<file path="config.mk">
export PLATFORM = sky130hd
export DESIGN_NAME = m2a_merge
export DESIGN_NICKNAME = d
export VERILOG_FILES = /design/src/hdl/m2a_pkg.sv /design/src/hdl/m2a_merge.sv
export SDC_FILE = /design/constraint.sdc
export NUM_CORES = 1
export LEC_CHECK = 0
export BUFFER_PORTS_ARGS = -buffer_cell sky130_fd_sc_hd__buf_2
export CAP_MARGIN = 20
export CELL_PAD_IN_SITES_DETAIL_PLACEMENT = 2
export CELL_PAD_IN_SITES_GLOBAL_PLACEMENT = 2
export CORE_ASPECT_RATIO = 2
export CORE_MARGIN = 4
export CORE_UTILIZATION = 35
export CTS_CLUSTER_SIZE = 40
export DETAILED_ROUTE_END_ITERATION = 6
export GPL_ROUTABILITY_DRIVEN = 0
export PLACE_DENSITY_LB_ADDON = 0.1
export SLEW_MARGIN = 20
export SYNTH_ARGS = -nofsm -noshare
export SYNTH_HDL_FRONTEND = slang
export SYNTH_SLANG_ARGS = --single-unit
</file>
<file path="constraint.sdc">
create_clock -name clk -period 6.36 [get_ports clk]
set_clock_uncertainty 0.05 [all_clocks]
set_input_delay 0.318 -clock clk [delete_from_list [all_inputs] [get_ports clk]]
set_output_delay 0.318 -clock clk [all_outputs]
set_load 0.01 [all_outputs]
</file>
<file path="src/hdl/m2a_pkg.sv">
// Shared types and constants for the 2x2 matrix accumulator unit.
// Holds the request and result word layouts, the action codes and the lane status bundle.
// Depends on nothing; every other file takes its names from here by scope.
`default_nettype none

package m2a_pkg;

    localparam int WORD_BITS_DEF = 32;
    localparam int FRAC_BITS_DEF = 16;
    localparam int MUL_CHUNK     = 16;

    typedef enum logic [2:0] {
        ACT_LOAD  = 3'd0,
        ACT_ADD   = 3'd1,
        ACT_SUB   = 3'd2,
        ACT_SCALE = 3'd3,
        ACT_MUL   = 3'd4,
        ACT_INV   = 3'd5
    } action_t;

    typedef struct packed {
        logic [2:0]         action;
        logic signed [31:0] b_r0c0;
        logic signed [31:0] b_r0c1;
        logic signed [31:0] b_r1c0;
        logic signed [31:0] b_r1c1;
        logic signed [31:0] scale_factor;
    } op_t;

    typedef struct packed {
        logic signed [31:0] r_r0c0;
        logic signed [31:0] r_r0c1;
        logic signed [31:0] r_r1c0;
        logic signed [31:0] r_r1c1;
        logic               saturated;
        logic               singular;
    } res_t;

    typedef struct packed {
        logic done;
        logic clip;
        logic sing;
    } lane_stat_t;

endpackage

`default_nettype wire

</file>
<file path="src/hdl/m2a_merge.sv">
// Merge stage: holds the accumulator matrix and the result register, combines lane flags.
// Commits the four lane results together once every lane is done and the result slot is free.
// Depends on m2a_pkg for the result word and the lane status bundle.
`default_nettype none

module m2a_merge #(
    parameter int WORD_BITS = m2a_pkg::WORD_BITS_DEF
) (
    input  logic                              clk,
    input  logic                              rst_n,
    input  logic [3:0][WORD_BITS-1:0]         lane_val,
    input  m2a_pkg::lane_stat_t [3:0]         lane_stat,
    input  logic                              res_ready,
    output logic [3:0][WORD_BITS-1:0]         acc,
    output logic                              res_valid,
    output m2a_pkg::res_t                     res,
    output logic                              commit
);

    logic [3:0][WORD_BITS-1:0] acc_reg;
    logic                      res_valid_reg;
    m2a_pkg::res_t             res_reg, res_next;
    logic                      all_done;

    assign all_done = lane_stat[0].done & lane_stat[1].done
                    & lane_stat[2].done & lane_stat[3].done;
    assign commit   = all_done && (!res_valid_reg || res_ready);

    always_comb
    begin
        res_next.r_r0c0    = 32'($signed(lane_val[0]));
        res_next.r_r0c1    = 32'($signed(lane_val[1]));
        res_next.r_r1c0    = 32'($signed(lane_val[2]));
        res_next.r_r1c1    = 32'($signed(lane_val[3]));
        res_next.saturated = lane_stat[0].clip | lane_stat[1].clip
                           | lane_stat[2].clip | lane_stat[3].clip;
        res_next.singular  = lane_stat[0].sing;
    end

    always_ff @(posedge clk or negedge rst_n)
    begin
        if (!rst_n)
        begin
            acc_reg       <= '0;
            res_valid_reg <= 1'b0;
        end
        else if (commit)
        begin
            acc_reg       <= lane_val;
            res_valid_reg <= 1'b1;
        end
        else if (res_ready)
        begin
            res_valid_reg <= 1'b0;
        end
    end

    always_ff @(posedge clk)
    begin
        if (commit)
        begin
            res_reg <= res_next;
        end
    end

    assign acc       = acc_reg;
    assign res_valid = res_valid_reg;
    assign res       = res_reg;

endmodule

`default_nettype wire

</file>
---- Word-level counts from Yosys, hierarchy flattened ----
Cells that the tools add are included.
operators by class
  muxes and demuxes ....................... 2
  bitwise gates (word level) .............. 6
  reductions and logical operators ........ 4
operators by type and width
  kind                count
  AND 1 bit           3
  bitwise OR 1 bit    3
  two-way mux 1 bit   2
  nonzero test 2 bit  1
  logical AND 1 bit   1
  zero test 1 bit     1
  logical OR 1 bit    1
word-level totals
  register bits after elaboration ......... 259
  output and inout bits ................... 260

---- Logic depth before layout (Yosys ltp) ----
  depth in word-level cells ............... 5
  depth in mapped cells ................... 5
  mapped depth without buffers ............ 3

---- Worst setup path after synthesis ----
Ideal clock, no wire load.
  path kind ............................... flip-flop to flip-flop
  from .................................... register res_valid_reg, in the netlist res_valid
  to ...................................... register acc_reg (netlist bit acc[12])
  setup time .............................. 0.128 ns
  data arrival time ....................... 1.892 ns
  required time ........................... 6.182 ns
  slack ................................... 4.291 ns
  stages on the path, launching flop included .. 5
  period minus slack after synthesis ...... 2.069 ns
  path through ............................ dfrtp_1 a21oi_4 buf_6 buf_6 mux2_1
between the ends
  word-level cells in the longest chain between the ends .. 3
RTL lines
  what                    RTL line         RTL
  start, declared         m2a_merge.sv:21  logic res_valid_reg;
  start signal, assigned  m2a_merge.sv:45  res_valid_reg <= 1'b0;
  start signal, assigned  m2a_merge.sv:50  res_valid_reg <= 1'b1;
  start signal, assigned  m2a_merge.sv:54  res_valid_reg <= 1'b0;
  zero test 1 bit         m2a_merge.sv:27  assign commit = all_done && (!res_valid_reg || res_ready);
  logical OR 1 bit        m2a_merge.sv:27
  logical AND 1 bit       m2a_merge.sv:27
  net commit              m2a_merge.sv:17  output logic commit
  end signal, assigned    m2a_merge.sv:49  acc_reg <= lane_val;
  end, declared           m2a_merge.sv:20  logic [3:0][WORD_BITS-1:0] acc_reg;
The timed path passes the listed nets, and every way through them passes these cells.
A chain may end at the register's enable or synchronous reset.

---- Worst setup path after layout ----
  from .................................... input res_ready
  to ...................................... output commit
between the ends
  word-level cells in the longest chain between the ends .. 2
RTL lines
  what               RTL line         RTL
  start, declared    m2a_merge.sv:13  input logic res_ready,
  logical OR 1 bit   m2a_merge.sv:27
  logical AND 1 bit  m2a_merge.sv:27
  end, declared      m2a_merge.sv:17
No other way between the ends.

==> metrics.txt <==
# TYPE chip_impl_metric gauge
chip_impl_metric{name="ys_warn_count",unit=""} 0
chip_impl_metric{name="slew_viol_final",unit=""} 0
chip_impl_metric{name="async_flop_share",unit=""} 0.498
chip_impl_metric{name="grt_antenna_before_repair",unit=""} 3
chip_impl_metric{name="setup_viol",unit=""} 0
chip_impl_metric{name="gr-usage-all-layers",unit=""} 0.202
chip_impl_metric{name="grt_pass1_vias",unit=""} 7068
chip_impl_metric{name="holdPathStages",unit=""} 3
chip_impl_metric{name="tritoncts.num_buffers",unit=""} 25
chip_impl_metric{name="p_sw",unit="mW"} 1.14
chip_impl_metric{name="synth_enable_flop_cells",unit=""} 130
chip_impl_info{name="crit_path_end_kind",value="output port"} 1
chip_impl_info{name="worstSetupEndpoint",value="commit"} 1
chip_impl_metric{name="post-synth-top-area-fraction",unit=""} 0.422
chip_impl_metric{name="drcViolationCount",unit=""} 0
chip_impl_metric{name="max_ffs_per_register",unit=""} 130
chip_impl_info{name="worst_setup_path_start_kind",value="input port"} 1
chip_impl_metric{name="power_report.internal_total",unit="mW"} 3.23
chip_impl_metric{name="ys_ff_latch",unit=""} 259
chip_impl_metric{name="detailroute.via_count",unit=""} 5973
chip_impl_metric{name="timing.max_slew.rel_slack",unit=""} 0.308
chip_impl_metric{name="pin_count",unit=""} 403
chip_impl_metric{name="die_width",unit="um"} 123
chip_impl_metric{name="share_clk_of_total_power",unit=""} 0.328
chip_impl_metric{name="preCtsSetupSlack",unit="ns"} 3.91
chip_impl_metric{name="post_detailed_route_count_of_antenna_violating_nets",unit=""} 0
chip_impl_metric{name="htree_num_levels",unit=""} 1
chip_impl_metric{name="post_cts_resized",unit=""} 0
chip_impl_metric{name="syn_inst",unit=""} 407
chip_impl_metric{name="fraction_of_the_mapped_netlist_area_in_adder_cells",unit=""} 0
chip_impl_info{name="r2r-start",value="res_valid$_DFFE_PN0P_"} 1
chip_impl_metric{name="layout-drive-gt1-share",unit=""} 0.573
chip_impl_metric{name="ctsHoldBuffers",unit=""} 133
chip_impl_info{name="hp-class",value="in2reg"} 1
chip_impl_metric{name="number_of_distinct_library_cells_after_synthesis",unit=""} 13
chip_impl_metric{name="grt-ovfl-total",unit=""} 0
chip_impl_metric{name="cp_data_arrival_time",unit="ns"} 2.44
chip_impl_metric{name="drtIter0Drc",unit=""} 203
chip_impl_metric{name="crit_fanout",unit=""} 128
chip_impl_metric{name="netlist_area",unit="um^2"} 9250
chip_impl_metric{name="largest_net_degree_at_the_start_of_global_routing",unit=""} 129
chip_impl_info{name="rsz0062_at_grt",value="no"} 1
chip_impl_metric{name="final_core_util",unit=""} 0.525
chip_impl_metric{name="syn_avg_cell_area",unit="um^2"} 22.7
chip_impl_metric{name="finish.instance_area",unit="um^2"} 13600
chip_impl_info{name="synth_area_leader",value="sky130_fd_sc_hd__edfxtp_1"} 1
chip_impl_metric{name="io_buffers",unit=""} 399
chip_impl_metric{name="synth.area.mux_share",unit=""} 0.196
chip_impl_metric{name="initial_core_util",unit=""} 0.358
chip_impl_metric{name="cellPowerDensity",unit="nW/um^2"} 321
chip_impl_metric{name="worst-slew-pin-transition",unit="ns"} 1.04
chip_impl_metric{name="worstRegToRegCells",unit=""} 3
chip_impl_metric{name="first_pass_iters",unit=""} 4
chip_impl_metric{name="coreArea",unit="um^2"} 25900
chip_impl_metric{name="static_leakage",unit="nW"} 6.10
chip_impl_metric{name="crit_required",unit="ns"} 5.99
chip_impl_metric{name="wl",unit="mm"} 30.5
chip_impl_metric{name="synthToLayoutAreaGrowth",unit="%"} 46.8
chip_impl_metric{name="dpl-instance-area",unit="um^2"} 11500
chip_impl_metric{name="syn-num-nets",unit=""} 550
chip_impl_metric{name="setup-tns-final",unit="ns"} 0
chip_impl_metric{name="final_period_minus_worst_setup_slack",unit="ns"} 2.80
chip_impl_info{name="combinational_family_with_the_most_area_after_synthesis",value="multiplexers"} 1
chip_impl_metric{name="cts-root-to-sink-buffers",unit=""} 3
chip_impl_metric{name="rows",unit=""} 83
chip_impl_metric{name="synthXorXnorAreaFrac",unit=""} 0
chip_impl_metric{name="die-area",unit="um^2"} 29200
chip_impl_metric{name="post_synthesis_compound_gate_area_fraction",unit=""} 0.00230
chip_impl_metric{name="grt_first_pass_wirelength",unit="mm"} 44.2
chip_impl_metric{name="worst-r2r-setup-slack",unit="ns"} 4.03
chip_impl_metric{name="post_cts_repair_setup_buffers",unit=""} 0
chip_impl_metric{name="comb_pwr_share",unit=""} 0.191
chip_impl_metric{name="fraction_of_the_yosys_area_taken_by_sequential_cells",unit=""} 0.771
chip_impl_metric{name="route.detailed.wl_per_inst",unit="um"} 23.1
chip_impl_metric{name="insertion_delay",unit="ns"} 0.52
chip_impl_metric{name="post_synth_and_or_nand_nor_area_fraction",unit=""} 0.00216
chip_impl_metric{name="die_height",unit="um"} 238
chip_impl_metric{name="worst_slack",unit="ns"} 3.56
chip_impl_info{name="status",value="finished clean"} 1
chip_impl_metric{name="maxCapViolCount",unit=""} 0
chip_impl_info{name="post-synth-top-count-cell",value="sky130_fd_sc_hd__edfxtp_1"} 1
chip_impl_metric{name="achievable-frequency",unit="MHz"} 357
chip_impl_metric{name="clock-sinks",unit=""} 259
chip_impl_info{name="root_buffer",value="sky130_fd_sc_hd__clkbuf_16"} 1
chip_impl_info{name="synth.area.top_cells",value="sky130_fd_sc_hd__edfxtp_1 (42%), sky130_fd_sc_hd__dfrtp_1 (35%), sky130_fd_sc_hd__mux2_4 (16%)"} 1
chip_impl_metric{name="fillers",unit=""} 2328
chip_impl_metric{name="dp_hpwl",unit="mm"} 19.3
chip_impl_metric{name="vias_per_cell",unit=""} 4.54
chip_impl_metric{name="final_min_period_over_clock_period",unit=""} 0.441
chip_impl_metric{name="power.sequential.fraction",unit=""} 0.481
chip_impl_info{name="clock_tree_from_tritoncts",value="yes"} 1
chip_impl_metric{name="hold_slack",unit="ns"} 0.0861
chip_impl_metric{name="fin_nets",unit=""} 1099
chip_impl_info{name="timing_worst_setup_path_type",value="in2out"} 1
chip_impl_info{name="timing.critical_path.from",value="res_ready"} 1
chip_impl_info{name="worst_r2r_endpoint",value="acc[16]$_DFFE_PN0P_"} 1
chip_impl_metric{name="final-hold-violation-count",unit=""} 0
chip_impl_info{name="top_cell_types_by_occurrence_after_synthesis",value="sky130_fd_sc_hd__edfxtp_1 (130), sky130_fd_sc_hd__dfrtp_1 (129), sky130_fd_sc_hd__mux2_4 (100)"} 1
chip_impl_metric{name="switching_share",unit=""} 0.260
chip_impl_metric{name="power.ir.vdd_worst",unit="uV"} 270
chip_impl_info{name="postSynth.topFlopCell",value="sky130_fd_sc_hd__edfxtp_1"} 1
chip_impl_metric{name="clkTransAtPathRegs",unit="ns"} 0.07
[power groups by stage]
| stage | Clock, mW | Sequential [mW] | Combinational (mW) |
|---|---|---|---|
| after floorplan | 0 | 2.21 | 0.276 |
| after global placement | 0 | 2.10 | 0.745 |
| after detailed placement | 0 | 2.12 | 0.763 |
| after CTS | 1.47 | 2.09 | 0.837 |
| after global routing | 1.55 | 2.12 | 0.888 |
| final | 1.43 | 2.10 | 0.833 |
[worst min path at each step]
stage	from	endpoint	slack, ns
3_3_place_gp	rst_n	acc[35]$_DFFE_PN0P_	0.36
6_report	lane_stat[5]	res_valid$_DFFE_PN0P_	0.09
5_1_grt	lane_stat[5]	res_valid$_DFFE_PN0P_	0.09
2_1_floorplan	rst_n	acc[0]$_DFFE_PN0P_	-0.03
4_1_cts	lane_stat[5]	res_valid$_DFFE_PN0P_	0.06
3_5_place_dp	rst_n	acc[35]$_DFFE_PN0P_	0.37
[layout make-up]
cell class | count | area (um^2) | area share
multi-input cells | 132 | 1860 | 0.137
inverters | 2 | 7.51 | 0.000553
diodes | 3 | 7.51 | 0.000553
clock buffers | 37 | 701 | 0.0516
well taps | 340 | 425 | 0.0313
repair buffers | 536 | 3380 | 0.249
clock inverters | 8 | 65.1 | 0.00479
flip-flops and latches | 259 | 7130 | 0.525
[placed cells by master, fill, tap and decap left out, drive strengths merged]
| cell type | netlist | final |
|---|---|---|
| diode | 0 | 3 |
| clkinvlp | 0 | 1 |
| or4 | 1 | 1 |
| edfxtp | 130 | 130 |
| bufinv | 0 | 1 |
| buf | 14 | 403 |
| dfrtp | 129 | 129 |
| a21oi | 1 | 1 |
| clkinv | 0 | 6 |
| mux2 | 128 | 128 |
| nand4 | 1 | 1 |
| clkbuf | 0 | 37 |
| inv | 2 | 2 |
| o21ai | 1 | 1 |
| dlygate4sd3 | 0 | 133 |
[cells by family (layout without fill, tap and decap cells)]
family                 count (synthesis)  in the layout
flip-flops                           259            259
multiplexers                         128            128
buffers and inverters                 16            583
AO/OA/AOI/OAI                          2              2
AND/OR/NAND/NOR                        2              2
other                                  0              3
[worst max-delay path, cell delays in order]
cell	delay [ns]
sky130_fd_sc_hd__dlygate4sd3_1	0.53
sky130_fd_sc_hd__buf_2	0.12
sky130_fd_sc_hd__inv_1	0.06
sky130_fd_sc_hd__a21oi_4	0.38
sky130_fd_sc_hd__buf_12	0.60
sky130_fd_sc_hd__buf_2	0.27
[metal layers]
metal | GRT usage | part of all wire | wire length (um) | up-vias
li1 | - | - | - | 2605
met1 | 0.191 | 0.32 | 9690 | 3016
met2 | 0.380 | 0.55 | 16900 | 276
met3 | 0.0531 | 0.068 | 2070 | 76
met4 | 0.115 | 0.059 | 1790 | 0
met5 | 0 | 0 | 0 | -
[per-stage QoR]
step	cells	total power, mW
finish	1317	4.36
global route	1317	4.57
CTS	1314	4.40
detailed placement	1136	2.88
global placement	1136	2.85
floorplan	407	2.49
Power figures use the tool's default switching activity.
