`src/hdl/m2a_pkg.sv`:
```
// Shared types and constants for the 2x2 matrix accumulator unit.
// Holds the request and result word layouts, the action codes and the lane status bundle.
// Depends on nothing; every other file takes its names from here by scope.
`default_nettype none

package m2a_pkg;

    localparam int WORD_BITS_DEF = 32;
    localparam int FRAC_BITS_DEF = 16;
    localparam int MUL_CHUNK     = 16;

    typedef enum logic [2:0] {
        ACT_LOAD  = 3'd0,
        ACT_ADD   = 3'd1,
        ACT_SUB   = 3'd2,
        ACT_SCALE = 3'd3,
        ACT_MUL   = 3'd4,
        ACT_INV   = 3'd5
    } action_t;

    typedef struct packed {
        logic [2:0]         action;
        logic signed [31:0] b_r0c0;
        logic signed [31:0] b_r0c1;
        logic signed [31:0] b_r1c0;
        logic signed [31:0] b_r1c1;
        logic signed [31:0] scale_factor;
    } op_t;

    typedef struct packed {
        logic signed [31:0] r_r0c0;
        logic signed [31:0] r_r0c1;
        logic signed [31:0] r_r1c0;
        logic signed [31:0] r_r1c1;
        logic               saturated;
        logic               singular;
    } res_t;

    typedef struct packed {
        logic done;
        logic clip;
        logic sing;
    } lane_stat_t;

endpackage

`default_nettype wire

```
`src/hdl/m2a_lane.sv`:
```
// One element lane: a chunked multiplier with a two-term accumulator, a restoring divider
// and the saturation logic that produce one element of the updated matrix.
// Depends on m2a_pkg for the action codes, the multiplier chunk size and the status bundle.
`default_nettype none

module m2a_lane #(
    parameter int WORD_BITS = m2a_pkg::WORD_BITS_DEF,
    parameter int FRAC_BITS = m2a_pkg::FRAC_BITS_DEF
) (
    input  logic                   clk,
    input  logic                   rst_n,
    input  logic                   start,
    input  logic [2:0]             act,
    input  logic [WORD_BITS-1:0]   a,
    input  logic [WORD_BITS-1:0]   b,
    input  logic [WORD_BITS-1:0]   x0,
    input  logic [WORD_BITS-1:0]   y0,
    input  logic [WORD_BITS-1:0]   x1,
    input  logic [WORD_BITS-1:0]   y1,
    input  logic                   sub,
    input  logic [WORD_BITS-1:0]   src,
    input  logic                   src_neg,
    input  logic                   opclip,
    input  logic                   commit,
    output logic [WORD_BITS-1:0]   val,
    output m2a_pkg::lane_stat_t    stat
);

    localparam int CHUNK = m2a_pkg::MUL_CHUNK;
    localparam int NCH   = (WORD_BITS + CHUNK - 1) / CHUNK;
    localparam int TW    = NCH * CHUNK;
    localparam int MW    = WORD_BITS + TW;
    localparam int PW    = 2 * WORD_BITS;
    localparam int SW    = PW + 1;
    localparam int NUM_W = WORD_BITS + 2 * FRAC_BITS;
    localparam int REM_W = PW + 1;
    localparam int LHS_W = NUM_W + 1;
    localparam int RHS_W = PW + WORD_BITS + 1;
    localparam int CMP_W = ((LHS_W > RHS_W) ? LHS_W : RHS_W) + 1;
    localparam int CNT_W = $clog2(WORD_BITS);

    localparam logic [CNT_W-1:0] MUL_LAST = CNT_W'(NCH - 1);
    localparam logic [CNT_W-1:0] DIV_LAST = CNT_W'(WORD_BITS - 1);

    localparam logic signed [SW-1:0] SAT_MAX =
        {{(SW - WORD_BITS + 1){1'b0}}, {(WORD_BITS - 1){1'b1}}};
    localparam logic signed [SW-1:0] SAT_MIN =
        {{(SW - WORD_BITS + 1){1'b1}}, {(WORD_BITS - 1){1'b0}}};
    localparam logic signed [SW-1:0] HALF = SW'(1) << (FRAC_BITS - 1);
    localparam logic [WORD_BITS-1:0] W_MAX = {1'b0, {(WORD_BITS - 1){1'b1}}};
    localparam logic [WORD_BITS-1:0] W_MIN = {1'b1, {(WORD_BITS - 1){1'b0}}};

    typedef enum logic [6:0] {
        ST_IDLE = 7'b0000001,
        ST_MUL  = 7'b0000010,
        ST_EVAL = 7'b0000100,
        ST_CMP  = 7'b0001000,
        ST_DIV  = 7'b0010000,
        ST_RND  = 7'b0100000,
        ST_DONE = 7'b1000000
    } lane_state_t;

    function automatic logic [WORD_BITS:0] sat_word(input logic signed [SW-1:0] v);
        logic [WORD_BITS:0] r;
        if (v > SAT_MAX)
        begin
            r = {1'b1, W_MAX};
        end
        else if (v < SAT_MIN)
        begin
            r = {1'b1, W_MIN};
        end
        else
        begin
            r = {1'b0, v[WORD_BITS-1:0]};
        end
        return r;
    endfunction

    function automatic logic [WORD_BITS-1:0] mag(input logic [WORD_BITS-1:0] v);
        return v[WORD_BITS-1] ? -v : v;
    endfunction

    lane_state_t state_reg, state_next;

    logic [2:0]              act_reg;
    logic [WORD_BITS-1:0]    a_reg, b_reg, x1_reg, y1_reg, srcmag_reg;
    logic                    neg1_reg, srcneg_reg, opclip_reg;
    logic [WORD_BITS-1:0]    mcand_reg;
    logic [TW-1:0]           mplier_reg;
    logic [MW-1:0]           macc_reg, macc_next;
    logic                    pneg_reg, second_reg;
    logic signed [SW-1:0]    sum_reg, sum_next;
    logic [CNT_W-1:0]        cnt_reg;
    logic [PW-1:0]           dmag_reg, dmag_c;
    logic                    qneg_reg;
    logic [REM_W-1:0]        rem_reg, rem_next;
    logic [WORD_BITS-1:0]    qn_reg, qn_next;
    logic [WORD_BITS-1:0]    res_reg;
    logic                    clip_reg, sing_reg;

    logic [WORD_BITS+CHUNK-1:0] partial;
    logic [PW-1:0]              prod;
    logic signed [SW-1:0]       prod_s, term, add_sum, rnd, det_abs;
    logic [WORD_BITS:0]         sat_add, sat_rnd;
    logic [NUM_W-1:0]           num;
    logic [CMP_W-1:0]           lhs, rhs_base, rhs;
    logic                       too_big;
    logic [REM_W-1:0]           r2, dcmp;
    logic                       ge, round_up;
    logic [WORD_BITS-1:0]       qr;

    assign partial   = mcand_reg * mplier_reg[CHUNK-1:0];
    assign macc_next = (macc_reg >> CHUNK) + (MW'(partial) << (TW - CHUNK));
    assign prod      = macc_next[PW-1:0];
    assign prod_s    = $signed({1'b0, prod});
    assign term      = pneg_reg ? -prod_s : prod_s;
    assign sum_next  = sum_reg + term;

    assign add_sum = (act_reg == m2a_pkg::ACT_SUB)
                   ? SW'($signed(a_reg)) - SW'($signed(b_reg))
                   : SW'($signed(a_reg)) + SW'($signed(b_reg));
    assign rnd     = (sum_reg + HALF) >>> FRAC_BITS;
    assign sat_add = sat_word(add_sum);
    assign sat_rnd = sat_word(rnd);

    assign det_abs = sum_reg[SW-1] ? -sum_reg : sum_reg;
    assign dmag_c  = det_abs[PW-1:0];

    assign num      = {srcmag_reg, {(2 * FRAC_BITS){1'b0}}};
    assign lhs      = CMP_W'(num) << 1;
    assign rhs_base = CMP_W'(dmag_reg) << WORD_BITS;
    assign rhs      = qneg_reg ? rhs_base + CMP_W'(dmag_reg) : rhs_base - CMP_W'(dmag_reg);
    assign too_big  = lhs >= rhs;

    assign dcmp     = {1'b0, dmag_reg};
    assign r2       = {rem_reg[REM_W-2:0], qn_reg[WORD_BITS-1]};
    assign ge       = r2 >= dcmp;
    assign rem_next = ge ? r2 - dcmp : r2;
    assign qn_next  = {qn_reg[WORD_BITS-2:0], ge};
    assign round_up = {rem_reg[REM_W-2:0], 1'b0} >= dcmp;
    assign qr       = qn_reg + {{(WORD_BITS - 1){1'b0}}, round_up};

    always_comb
    begin
        state_next = state_reg;
        case (state_reg)
            ST_IDLE:
            begin
                if (start)
                begin
                    state_next = ST_MUL;
                end
            end
            ST_MUL:
            begin
                if (cnt_reg == MUL_LAST && second_reg)
                begin
                    state_next = ST_EVAL;
                end
            end
            ST_EVAL:
            begin
                if (act_reg == m2a_pkg::ACT_INV && sum_reg != '0)
                begin
                    state_next = ST_CMP;
                end
                else
                begin
                    state_next = ST_DONE;
                end
            end
            ST_CMP:
            begin
                state_next = too_big ? ST_DONE : ST_DIV;
            end
            ST_DIV:
            begin
                if (cnt_reg == DIV_LAST)
                begin
                    state_next = ST_RND;
                end
            end
            ST_RND:
            begin
                state_next = ST_DONE;
            end
            ST_DONE:
            begin
                if (commit)
                begin
                    state_next = ST_IDLE;
                end
            end
            default:
            begin
                state_next = ST_IDLE;
            end
        endcase
    end

    always_ff @(posedge clk or negedge rst_n)
    begin
        if (!rst_n)
        begin
            state_reg <= ST_IDLE;
        end
        else
        begin
            state_reg <= state_next;
        end
    end

    always_ff @(posedge clk)
    begin
        case (state_reg)
            ST_IDLE:
            begin
                if (start)
                begin
                    act_reg    <= act;
                    a_reg      <= a;
                    b_reg      <= b;
                    x1_reg     <= x1;
                    y1_reg     <= y1;
                    neg1_reg   <= x1[WORD_BITS-1] ^ y1[WORD_BITS-1] ^ sub;
                    srcmag_reg <= mag(src);
                    srcneg_reg <= src_neg;
                    opclip_reg <= opclip;
                    mcand_reg  <= mag(x0);
                    mplier_reg <= TW'(mag(y0));
                    pneg_reg   <= x0[WORD_BITS-1] ^ y0[WORD_BITS-1];
                    macc_reg   <= '0;
                    sum_reg    <= '0;
                    cnt_reg    <= '0;
                    second_reg <= 1'b0;
                end
            end
            ST_MUL:
            begin
                if (cnt_reg == MUL_LAST)
                begin
                    sum_reg    <= sum_next;
                    macc_reg   <= '0;
                    cnt_reg    <= '0;
                    second_reg <= 1'b1;
                    mcand_reg  <= mag(x1_reg);
                    mplier_reg <= TW'(mag(y1_reg));
                    pneg_reg   <= neg1_reg;
                end
                else
                begin
                    macc_reg   <= macc_next;
                    mplier_reg <= mplier_reg >> CHUNK;
                    cnt_reg    <= cnt_reg + 1'b1;
                end
            end
            ST_EVAL:
            begin
                res_reg  <= a_reg;
                clip_reg <= 1'b0;
                sing_reg <= 1'b0;
                case (act_reg)
                    m2a_pkg::ACT_LOAD:
                    begin
                        res_reg  <= b_reg;
                        clip_reg <= opclip_reg;
                    end
                    m2a_pkg::ACT_ADD, m2a_pkg::ACT_SUB:
                    begin
                        res_reg  <= sat_add[WORD_BITS-1:0];
                        clip_reg <= sat_add[WORD_BITS];
                    end
                    m2a_pkg::ACT_SCALE:
                    begin
                        res_reg  <= sat_rnd[WORD_BITS-1:0];
                        clip_reg <= sat_rnd[WORD_BITS] | opclip_reg;
                    end
                    m2a_pkg::ACT_MUL:
                    begin
                        res_reg  <= sat_rnd[WORD_BITS-1:0];
                        clip_reg <= sat_rnd[WORD_BITS];
                    end
                    m2a_pkg::ACT_INV:
                    begin
                        sing_reg <= (sum_reg == '0);
                        dmag_reg <= dmag_c;
                        qneg_reg <= srcneg_reg ^ sum_reg[SW-1];
                    end
                    default:
                    begin
                        res_reg <= a_reg;
                    end
                endcase
            end
            ST_CMP:
            begin
                if (too_big)
                begin
                    res_reg  <= qneg_reg ? W_MIN : W_MAX;
                    clip_reg <= 1'b1;
                end
                else
                begin
                    rem_reg <= REM_W'(num >> WORD_BITS);
                    qn_reg  <= num[WORD_BITS-1:0];
                    cnt_reg <= '0;
                end
            end
            ST_DIV:
            begin
                rem_reg <= rem_next;
                qn_reg  <= qn_next;
                cnt_reg <= cnt_reg + 1'b1;
            end
            ST_RND:
            begin
                res_reg <= qneg_reg ? -qr : qr;
            end
            default:
            begin
            end
        endcase
    end

    assign val       = res_reg;
    assign stat.done = (state_reg == ST_DONE);
    assign stat.clip = clip_reg;
    assign stat.sing = sing_reg;

endmodule

`default_nettype wire

```
`config.mk`:
```
export PLATFORM = sky130hd
export DESIGN_NAME = m2a_lane
export DESIGN_NICKNAME = d
export VERILOG_FILES = /design/src/hdl/m2a_pkg.sv /design/src/hdl/m2a_lane.sv
export SDC_FILE = /design/constraint.sdc
export NUM_CORES = 2
export LEC_CHECK = 0
export BUFFER_PORTS_ARGS = -buffer_cell sky130_fd_sc_hd__buf_2
export CAP_MARGIN = 20
export CORE_MARGIN = 5
export CORE_UTILIZATION = 50
export DETAILED_ROUTE_END_ITERATION = 10
export PLACE_DENSITY_LB_ADDON = 0.05
export SLEW_MARGIN = 20
export SYNTH_ARGS = -nofsm -noshare
export SYNTH_HDL_FRONTEND = slang
export SYNTH_SLANG_ARGS = --single-unit
```
`constraint.sdc`:
```
create_clock -name clk -period 14.4 [get_ports clk]
set_clock_uncertainty 0.15 [all_clocks]
set_input_delay 0.72 -clock clk [delete_from_list [all_inputs] [get_ports clk]]
set_output_delay 0.72 -clock clk [all_outputs]
set_load 0.005 [all_outputs]
```
# Word-level counts from Yosys, hierarchy flattened
# Index checks and enable logic that the tools add are counted.
[op_classes] bitwise_logic=5 n_addsub=18 n_eq_ne=21 n_reduce_logical=21 mul=1 magnitude_cmp=7 n_mux=55
[ops] operator="$mux W32" count=12
[ops] operator="$mux W64" count=5
[ops] operator="$mux W65" count=4
[ops] operator="$pmux W64 S2" count=2
[ops] operator="$neg A32 Y32" count=6
[ops] operator="$pmux W32 S2" count=3
[ops] operator="$pmux W32 S3" count=2
[ops] operator="$mux W33" count=4
[ops] operator="$ge A65 B64 Y1" count=2
[ops] operator="$pmux W65 S2" count=1
[ops] operator="$ge A65 B98 Y1" count=1
[ops] operator="$mux W98" count=1
[ops] operator="$add A96 B64 Y97" count=1
[ops] operator="$sub A96 B64 Y97" count=1
[ops] operator="$add A65 B17 Y65 const B" count=1
[ops] operator="$add A65 B65 Y65" count=1
[ops] operator="$gt A65 B32 Y1 const B" count=1
[ops] operator="$logic_not A65 Y1" count=1
[ops] operator="$lt A65 B32 Y1 const B" count=1
[ops] operator="$neg A64 Y65" count=1
[ops] operator="$reduce_bool A65 Y1" count=1
[ops] operator="$add A48 B64 Y64" count=1
[ops] operator="$neg A64 Y64" count=1
[ops] operator="$sub A64 B64 Y64" count=1
[ops] operator="39 further kinds" count=73
[word_totals] register_bits=568 word_cells=153 out_inout_bits=35 input_bits=234

# Longest topological paths before layout
[logic_depth] ltp_word=7 ltp_mapped=52 mapped_depth_nobuf=50

# Least setup slack after synthesis
# No wires, ideal clock.
[synth_timing] path_kind="register to register" from="reg mplier_reg[9]" to="reg sum_reg[61] (data pin)" setup_time_ns=0.266 t_arrival_ns=10.492 setup_slack_ns=3.492 n_path_buf=1 synth_period_minus_slack_ns=10.908 required_time_ns=13.984 path_stages_with_launch=49 path_cell_list="edfxtp_1 clkbuf_1 nand2_1 fa_1 inv_1 fa_1 inv_1 fa_1 inv_1 fa_1 fa_1 inv_1 fa_1 inv_1 ha_1 o21a_1 o21a_1 or2_1 [... 13 more ...] a211o_1 nand4b_1 or2_2 nand3b_1 or2_2 o21ai_0 xor2_1 ha_1 a21oi_1 o21ai_0 a21o_1 a21oi_1 nor2_1 nor2_1 nor2_1 a311oi_1 xor2_1 nor2_1"
[synth_via] elab_chain_len=7
[synth_lines] item="start: declaration" line_no="m2a_lane.sv:90" rtl="logic [TW-1:0] mplier_reg;"
[synth_lines] item="start signal: assignment" line_no="m2a_lane.sv:231" rtl="mplier_reg <= TW'(mag(y0));"
[synth_lines] item="start signal: assignment" line_no="m2a_lane.sv:248" rtl="mplier_reg <= TW'(mag(y1_reg));"
[synth_lines] item="start signal: assignment" line_no="m2a_lane.sv:254" rtl="mplier_reg <= mplier_reg >> CHUNK;"
[synth_lines] item="$mul A32 B16 Y48 (*)" line_no="m2a_lane.sv:113" rtl="assign partial = mcand_reg * mplier_reg[CHUNK-1:0];"
[synth_lines] item="$add A48 B64 Y64 (*)" line_no="m2a_lane.sv:114" rtl="assign macc_next = (macc_reg >> CHUNK) + (MW'(partial) << (TW - CHUNK));"
[synth_lines] item="$neg A64 Y65" line_no="m2a_lane.sv:117" rtl="assign term = pneg_reg ? -prod_s : prod_s;"
[synth_lines] item="$mux W65 (*)" line_no="m2a_lane.sv:117"
[synth_lines] item="$add A65 B65 Y65 (*)" line_no="m2a_lane.sv:118" rtl="assign sum_next = sum_reg + term;"
[synth_lines] item="$mux W65 (*)" line_no="m2a_lane.sv:241" rtl="if (cnt_reg == MUL_LAST)"
[synth_lines] item="$pmux W65 S2 (*)" line_no="m2a_lane.sv:216" rtl="case (state_reg)"
[synth_lines] item="end signal: assignment" line_no="m2a_lane.sv:243" rtl="sum_reg <= sum_next;"
[synth_lines] item="end: declaration" line_no="m2a_lane.sv:93" rtl="logic signed [SW-1:0] sum_reg, sum_next;"
# Mark *: on every way between the ends. The rest lies on a longest branch, timed or not. The select of a mux whose other input is x is not followed.
# A chain may end at the register's enable or synchronous reset.

# Worst setup path after layout
[layout_timing] from="reg mplier_reg[3]" to="reg sum_reg[64] (data pin)"
# Same word-level chain as after synthesis.

==> metrics <==
max reg flops=65; CP max stage delay=790 ps; GP Congestion=0.959; sequential area share after synthesis=26.2%; vias in the first global route=53,582; asr flop ratio synth=1.27%; largest net degree at the start of global routing=120; Die Y=365 um; Max Root-Sink Buffers=3; Final Slew Violations=0; status=finished clean; most frequent cells in the layout=779 x nand2_1, 674 x inv_1, 545 x edfxtp_1; endpoint class of the critical path=flip-flop; Slew HR=16.3%; CTS HTree Levels=3; largest cells by area after synthesis=edfxtp_1 26%, fa_1 13%, ha_1 8.5%, xnor2_1 5.3%, nand2_1 4.6%; top cell type's share of synthesized area=25.9%; crit share post-route=87.4%; Fmax=79.5 MHz; delay-heaviest family, CP=adder cells; Routed WL=205,000 um; Avg Inst Size Synth=8.80 sq um; core area=0.126 sq mm; Worst Path Buf+Inv=4; Initial DRC Count=4,308; syn nets=8,266; Die Width=365 um; Final Hold Fails=0; max_cap viols=0; total gr overflow=0; post-route ant nets=0; Clock Latency Late Sink=670 ps; # nets final=8,340; TritonCTS clock tree=built; drt drc=0; Clock Sinks=552; Area Growth Syn to Fin=8.10%; site row count=130; slowest CP cell=edfxtp_1; synthesized cell area=0.0632 sq mm; post-detail-place hpwl=161,000 um; Die Area=0.134 sq mm; worst min-delay path category=primary input to flip-flop; Final Setup Violations=0; vias per cell=5.97; clk root buf=clkbuf_16; Main synth FF type=edfxtp_1; critical path fanouts, max=17; setup_tns=0 ps; CP required=14,650 ps; via count=53,555; share of layout cells above drive strength 1=7.42%; Yosys Warn Count=0; Crit path arrival time=12,830 ps; Post-synth EDFFs=545; #FFs+latches synth=552; Port Buffers=268; minimum clock period=12,580 ps; Worst Tran Pin Value=1220 ps; drt wl/cell=22.8 um; number of buffers created by CTS=70; most common cell after layout, fill and taps aside=nand2_1; initial antenna violation count=15; IO Count=269; area leader, netlist=edfxtp_1; first-pass GRT wire length=315,000 um; GRT Util Overall=30.4%; Distinct cells, synth=112; critical setup path kind=flip-flop to flip-flop; Worst Setup Start Kind=flip-flop; Starting Density=50.3%; Post-CTS Setup Inserts=0; cell count after synthesis=7,180; CTS clock-pin slew for the worst setup and hold paths=60 ps; RSZ-0062 raised after global routing=no; DRT Pass-1 Iters=8
[cell usage after synthesis, drive strengths merged (11+ instances only)]
| cell type | number |
|---|---|
| nand2 | 780 |
| inv | 675 |
| edfxtp | 545 |
| nor2 | 466 |
| ha | 429 |
| fa | 423 |
| a21oi | 415 |
| o21ai | 395 |
| xnor2 | 382 |
| clkbuf | 297 |
| xor2 | 269 |
| and2 | 262 |
| a21o | 192 |
| nand3 | 159 |
| nor3 | 139 |
| o31ai | 111 |
| nand4 | 106 |
| mux2i | 74 |
| or3 | 72 |
| a211oi | 71 |
| nand2b | 66 |
| nor4 | 66 |
| o21bai | 58 |
| and3 | 57 |
| a31oi | 52 |
| o21a | 49 |
| nor2b | 46 |
| or4 | 43 |
| o41ai | 42 |
| or2 | 42 |
| o211ai | 39 |
| buf | 34 |
| o22ai | 29 |
| o221ai | 23 |
| a21boi | 22 |
| nand3b | 19 |
| a221o | 15 |
| a221oi | 15 |
| a2111oi | 12 |
| a41oi | 11 |
| and4 | 11 |
[cell type report]
type                    count  area (sq um)
flip-flops and latches    552         16500
multi-input cells        5621         42900
diodes                      8          20.0
well taps                1650          2060
clock inverters            45           583
clock buffers              81          1810
inverters                 676          2540
fillers                 11721         57300
repair buffers            333          1860
[worst reg2reg max path: cells and delay by family (launching register included)]
| family | cells | cell delay [ps] |
|---|---|---|
| AOI/OAI and AO/OA | 15 | 3660 |
| xor gates and xnor gates | 3 | 440 |
| adders and majority gates | 9 | 4100 |
| buffers and inverters | 4 | 560 |
| DFF | 1 | 790 |
| and+or+nand+nor | 13 | 2610 |
[through the flow]
step	setup WS [ps]	instance area (sq um)	hold slack [ps]	cells	util, %
6_report	1820	68300	80.5	8966	54.4
2_1_floorplan	3490	63200	274	7180	-
3_3_place_gp	2220	65800	377	8829	52.4
4_1_cts	1860	68200	34.6	8956	54.3
3_5_place_dp	1870	65800	375	8829	52.4
5_1_grt	871	68300	46.9	8964	54.4
[metal layers]
metal / up-vias / part of all wire [%] / GRT usage, %
met5: - / 0.023 / 0
met4: 8 / 5.0 / 13.4
met3: 443 / 5.3 / 3.35
met2: 1746 / 49 / 53.3
met1: 26010 / 41 / 37.9
li1: 25348 / - / -
[cell families after synthesis]
| family | count (synthesis) | synth area share (%) |
|---|---|---|
| simple gates | 2377 | 18.5 |
| compound gates | 1660 | 17.0 |
| buf+inv | 1007 | 6.10 |
| flops | 552 | 26.2 |
| mux | 79 | 1.26 |
| xor+xnor | 651 | 9.02 |
| fa+ha+maj | 854 | 21.9 |
[worst paths after layout]
| check | startpoint | endpoint | slack [ps] | depth (start not counted) |
|---|---|---|---|---|
| setup / recovery | mplier_reg[3] | sum_reg[64] | 1820 | 44 |
| hold / removal | y1[20] | y1_reg[20] | 80 | 1 |
| setup reg to reg | mplier_reg[3] | sum_reg[64] | 1820 | 44 |
| hold reg to reg | state_reg[0] | state_reg[0] | 390 | 2 |
| max in group asynchronous | rst_n | state_reg[0] | 13530 | 2 |
| min in group asynchronous | rst_n | state_reg[6] | 340 | 2 |
[repair_timing]
item | CTS | global route
endpoints found under the hold margin | 7 | 0
hold buffers | 1 | 0
gates resized for setup | 0 | 0
Power is left out: the tool's default activity adds up to more than one toggle a clock period on the data nets, which glitch-free logic cannot reach.
